[config.mk]
export PLATFORM = sky130hd
export DESIGN_NAME = mle_div_step
export DESIGN_NICKNAME = d
export VERILOG_FILES = /design/src/mle_pkg.sv /design/src/mle_div_step.sv
export SDC_FILE = /design/constraint.sdc
export NUM_CORES = 1
export LEC_CHECK = 0
export BUFFER_PORTS_ARGS = -buffer_cell sky130_fd_sc_hd__buf_2
export CAP_MARGIN = 20
export CORE_MARGIN = 2
export CORE_UTILIZATION = 46
export DETAILED_ROUTE_END_ITERATION = 12
export PLACE_DENSITY = 0.75
export SETUP_SLACK_MARGIN = 0.2
export SYNTH_ARGS = -nofsm -noshare
export SYNTH_HDL_FRONTEND = slang
export SYNTH_SLANG_ARGS = --single-unit
[constraint.sdc]
create_clock -name clk -period 4.2 [get_ports clk]
set_input_delay 0.21 -clock clk [delete_from_list [all_inputs] [get_ports clk]]
set_output_delay 0.21 -clock clk [all_outputs]
set_load 0.01 [all_outputs]
[src/mle_pkg.sv]
package mle_pkg;

    localparam int DATA_WIDTH = 32;
    localparam int DIV_STEPS  = DATA_WIDTH;

    typedef enum logic [5:0] {
        OP_ADD   = 6'd0,  OP_ADDU  = 6'd1,  OP_ADDIU = 6'd2,  OP_SUB  = 6'd3,
        OP_SUBU  = 6'd4,  OP_MUL   = 6'd5,  OP_MULU  = 6'd6,  OP_DIV  = 6'd7,
        OP_DIVU  = 6'd8,  OP_XOR   = 6'd9,  OP_XORU  = 6'd10, OP_NEG  = 6'd11,
        OP_NEGU  = 6'd12, OP_REM   = 6'd13, OP_REMU  = 6'd14, OP_LI   = 6'd15,
        OP_SEQ   = 6'd16, OP_SGE   = 6'd17, OP_SGT   = 6'd18, OP_SLE  = 6'd19,
        OP_SLT   = 6'd20, OP_SNE   = 6'd21, OP_B     = 6'd22, OP_BEQ  = 6'd23,
        OP_BNE   = 6'd24, OP_BGE   = 6'd25, OP_BLE   = 6'd26, OP_BGT  = 6'd27,
        OP_BLT   = 6'd28, OP_BEQZ  = 6'd29, OP_BNEZ  = 6'd30, OP_BLEZ = 6'd31,
        OP_BGEZ  = 6'd32, OP_BGTZ  = 6'd33, OP_BLTZ  = 6'd34, OP_J    = 6'd35,
        OP_JR    = 6'd36, OP_JAL   = 6'd37, OP_JALR  = 6'd38, OP_LA   = 6'd39,
        OP_LB    = 6'd40, OP_LH    = 6'd41, OP_LW    = 6'd42, OP_SB   = 6'd43,
        OP_SH    = 6'd44, OP_SW    = 6'd45, OP_MOVE  = 6'd46, OP_MFHI = 6'd47,
        OP_MFLO  = 6'd48
    } op_t;

    // how the last stage forms the result
    typedef enum logic [1:0] {
        K_PLAIN = 2'd0,
        K_MUL   = 2'd1,
        K_DIV   = 2'd2,
        K_REM   = 2'd3
    } kind_t;

    typedef struct packed {
        logic [5:0]            cmd;
        logic [DATA_WIDTH-1:0] operand_a;
        logic [DATA_WIDTH-1:0] operand_b;
        logic [DATA_WIDTH-1:0] store_value;
        logic [DATA_WIDTH-1:0] label_address;
        logic                  predicted_taken;
        logic                  want_high;
        logic                  absolute_mode;
        logic [DATA_WIDTH-1:0] hi_in;
        logic [DATA_WIDTH-1:0] lo_in;
    } in_req_t;

    typedef struct packed {
        logic [DATA_WIDTH-1:0] result_low;
        logic [DATA_WIDTH-1:0] result_high;
        logic                  branch_condition;
        logic                  mispredict;
        logic [DATA_WIDTH-1:0] redirect_address;
        logic                  suppress_write;
        logic                  link_write;
        logic                  divide_by_zero;
    } out_req_t;

    // divider working set for one step
    typedef struct packed {
        logic [DATA_WIDTH-1:0] rem;
        logic [DATA_WIDTH-1:0] quo;
        logic [DATA_WIDTH-1:0] dsor;
    } div_t;

    // data that rides alongside the divider
    typedef struct packed {
        kind_t                   kind;
        logic                    want_high;
        logic                    neg_q;
        logic                    neg_r;
        logic [2*DATA_WIDTH-1:0] prod;
        out_req_t                plain;
    } side_t;

endpackage

[src/mle_div_step.sv]
module mle_div_step (
    input  logic          clk,
    input  logic          advance,
    input  mle_pkg::div_t din,
    output mle_pkg::div_t dout
);

    logic [mle_pkg::DATA_WIDTH:0]   trial;
    logic [mle_pkg::DATA_WIDTH:0]   diff;
    mle_pkg::div_t                  dout_next;
    mle_pkg::div_t                  dout_reg;

    // one restoring step: shift in next dividend bit, subtract if it fits
    always_comb
    begin
        trial = {din.rem, din.quo[mle_pkg::DATA_WIDTH-1]};
        diff  = trial - {1'b0, din.dsor};
        dout_next.dsor = din.dsor;
        if (!diff[mle_pkg::DATA_WIDTH])
        begin
            dout_next.rem = diff[mle_pkg::DATA_WIDTH-1:0];
            dout_next.quo = {din.quo[mle_pkg::DATA_WIDTH-2:0], 1'b1};
        end
        else
        begin
            dout_next.rem = trial[mle_pkg::DATA_WIDTH-1:0];
            dout_next.quo = {din.quo[mle_pkg::DATA_WIDTH-2:0], 1'b0};
        end
    end

    always_ff @(posedge clk)
    begin
        if (advance)
        begin
            dout_reg <= dout_next;
        end
    end

    assign dout = dout_reg;

endmodule

Word level (Yosys, flattened, before mapping)
Index checks and enable logic that the tools add are counted.

Bits in latches: 0. RAM bits: 0. Memories kept: 0. Memory bits (read-only): 0. Input port bits: 98. Logic and storage cells: 5. Register bits after elaboration: 96.

Eq/ne operators: 0. Div/mod/pow operators: 0. Order comparisons: 0. Reductions and logical operators: 0. Add/subtract/negate cells: 1. Muxes and demuxes: 1. Bitwise logic cells: 0. $mul: 0. Shifts and indexed selects: 0.

Operator list (number): $mux W64 (1); $sub A33 B32 Y33 (1).

Longest topological paths before layout
Word-level depth: 2. Mapped depth: 13. Depth with buffers taken out: 12.

Least setup slack after synthesis
No wires, ideal clock.

Path kind: input-to-reg. Start: input port din[16] in the netlist's numbering. End: register dout_reg, in the netlist dout[67], data pin. Stages on the path: 12. Path slack: 1.458 ns. Arrival time: 2.481 ns. Library setup time: 0.260 ns. Required time: 3.940 ns. Path through: inv_1 ha_1 buf_6 a21oi_4 o211ai_1 a221o_1 a211o_1 o21a_1 o211ai_4 inv_2 buf_6 mux2_4.

RTL lines: start: declaration (RTL line mle_div_step.sv:4) `input mle_pkg::div_t din,`; end signal: assignment (RTL line mle_div_step.sv:35) `dout_reg <= dout_next;`; end: declaration (RTL line mle_div_step.sv:11) `mle_pkg::div_t dout_reg;`.

==> flow_summary.toml <==
[die]
fp.dieArea_mm2 = 0.0125
core_mm2 = 0.0114
start_util_pct = 46.9
ios = 194
die_h_um = 112
row_count = 39
die_width_um = 112

[worst_setup_path]
crit_path_start_kind = "input pin"
critPathSlowestCell = "inv_2"
crit_buf_inv = 2
required_ns = 4.30
crit_arrival_ns = 3.03
cp_cell_sequence = "buf_2 -> ha_1 -> fa_1 -> nand2b_1 -> a21oi_1 -> o211ai_1 -> a21oi_1 -> o21a_1 -> o211ai_4 -> inv_2 -> mux2_4"
criticalPathCategory = "input pin to flip-flop"
cpPeakStageDelay_ns = 0.52
cp_top_family = "compound AO/OA/AOI/OAI gates"
cp_common_cell = "a21oi_1"
cp-end-kind = "flip-flop"
worstPathMaxFanout = 20

[timing]
rsz0062_at_grt = "false"
hold_slack_ns = 0.0298
finalCriticalPeriod_ns = 2.93
slew_headroom_pct = 39.5
tns_ns = 0
maxSlewViolCount = 0
fmax_mhz = 342
setup_viol = 0
timing.final.ws_setup_ns = 1.27
timing_hold_violations_final = 0
finalCritPeriodShare_pct = 69.7
worst_slew_pin_slew_ns = 0.908

[clocking]
clockRootBuffer = "clkbuf_16"
numClockSinks = 96
clockBufferDepth = 2
h-tree-depth = 3
cts_resized = 0
clkTransAtPathRegs_ns = 0.07
post_cts_buffers = 0
cts_tree = "done"
numCtsBuffers = 9
hold_buffers = 0

[route]
ant_nets = 0
drt_iter0_drc = 227
vias = 4195
wl_per_cell_um = 16.6
drtPass1Iterations = 4
drc = 0
wirelength_um = 13200
avgViaCountPerCell = 5.28

[placement]
pre_cts_ws_ns = 0.920
gp_congestion = 0.830
port_buffers = 193
dp_hpwl_um = 10100
placedInstanceArea_mm2 = 0.00642

[final_layout]
fin_area_mm2 = 0.00669
largest_reg_flops = 96
drive_above_1_share_pct = 35.6
fin_nets = 778
synthToLayoutAreaGrowth_pct = 25.4
diodes = 0
final_util_pct = 58.9
n_fill_cell = 960

[min_path]
hold_class = "input pin to flip-flop"
hold_path_depth = 1
holdCritStartpoint = "din[36]"
hold_end = "dout[37]"

[global_routing]
grt_max_degree = 73
grt_usage_pct = 20.8
grt_pass1_wl_um = 20600
grt_overflow = 0
antenna_found_initial = 0
grt_pass1_vias = 4014

[synthesis]
synth_edf_count = 96
netlist_area_mm2 = 0.00534
yosys_most_used_dff = "edfxtp_1"
postSynthAreaPerCell_um2 = 11.7
yosys_warnings = 0
netlist-cell-type-count = 49
syn_nets = 587
syn_inst = 456
ys_seq_elements = 96
synth_seq_area_share_pct = 54.0
yosysTopAreaCell = "edfxtp_1"
synth_top_area_share_pct = 54.0
async_flop_share_pct = 0
ys_top_cells_by_area = "edfxtp_1 (54%), ha_1 (7.5%), mux2_4 (5.1%)"

[flow_run]
drv_cap = 0

[power_and_ir_drop]
ir_drop_mv = 0.305
p_leak_nw = 3.07
power_density_mw_per_mm2 = 395

[run_status]
status = "complete, no violations"
==> power breakdown <==
| part | total, W | internal (W) | switching, W |
|---|---|---|---|
| combinational | 0.000666 | 0.000294 | 0.000372 |
| sequential | 0.00121 | 0.00118 | 0.0000241 |
| clock | 0.000770 | 0.000406 | 0.000364 |
| total | 0.00264 | 0.00188 | 0.000760 |
==> cell usage in the layout (no fill, tap or decap), types with 10 or more instances in the layout <==
cell type  Yosys  final
a21o_1        15     15
mux2_4        18     18
nand2_1       44     44
o21ai_0       24     24
a21oi_1       34     34
edfxtp_1      96     96
xnor2_1       14     14
inv_1         41     41
nand3_1       11     11
nor2_1        16     16
ha_1          32     32
xor2_1        10     10
buf_2          1    192
==> per-layer routing <==
layer | routed length, um | GRT usage [%] | vias up
li1 | - | - | 2071
met1 | 5940 | 27.8 | 1976
met2 | 6430 | 34.7 | 137
met3 | 714 | 4.41 | 11
met4 | 140 | 5.68 | 0
met5 | 0 | 0 | -
==> synthesized netlist by cell type, types with 2 or more instances <==
master,instances
a21o_1,15
o41ai_1,2
clkbuf_1,11
xor2_1,10
and2_1,3
and4_1,2
inv_1,41
nand3_1,11
buf_6,3
o211ai_1,8
a211oi_1,4
a31oi_1,2
o31ai_1,5
nor3_1,4
a21oi_1,34
a21boi_0,2
nor2b_1,5
o2111ai_1,2
nand2b_1,5
nor2_1,16
xnor2_1,14
o21a_1,6
ha_1,32
nand4_1,7
o21ai_0,24
o21bai_1,5
nand2_1,44
and3_1,6
mux2_4,18
edfxtp_1,96
==> how the worst max path moves through the flow <==
stage                           to  depth (start not counted)     from
after floorplan           dout[67]                         12  din[16]
after global placement    dout[89]                         11   din[0]
after detailed placement  dout[74]                         11   din[0]
after CTS                 dout[79]                         11   din[0]
after global routing      dout[79]                         12  din[63]
final                     dout[74]                         11   din[0]
==> layout make-up <==
class	instances	area (um2)	area share (%)
clock inverters	5	41.3	0.617
clock buffers	11	233	3.48
well taps	143	179	2.67
flip-flops and latches	96	2880	43.1
multi-input cells	303	2220	33.1
repair buffers	195	983	14.7
inverters	42	158	2.36
==> per-stage QoR <==
step,total power [W],cells
2_1_floorplan,0.00165,456
3_3_place_gp,0.00188,779
3_5_place_dp,0.00189,779
4_1_cts,0.00266,795
5_1_grt,0.00276,795
6_report,0.00264,795
==> kinds of logic (layout without fill, tap and decap cells) <==
| family | count (synthesis) | after routing | share of synthesized area, % |
|---|---|---|---|
| compound gates | 120 | 120 | 14.9 |
| xor+xnor | 24 | 24 | 3.94 |
| fa+ha+maj | 33 | 33 | 7.88 |
| buf+inv | 57 | 253 | 4.45 |
| flops | 96 | 96 | 54.0 |
| mux | 18 | 18 | 5.06 |
| simple gates | 108 | 108 | 9.71 |
(Power assumes the default switching activity.)
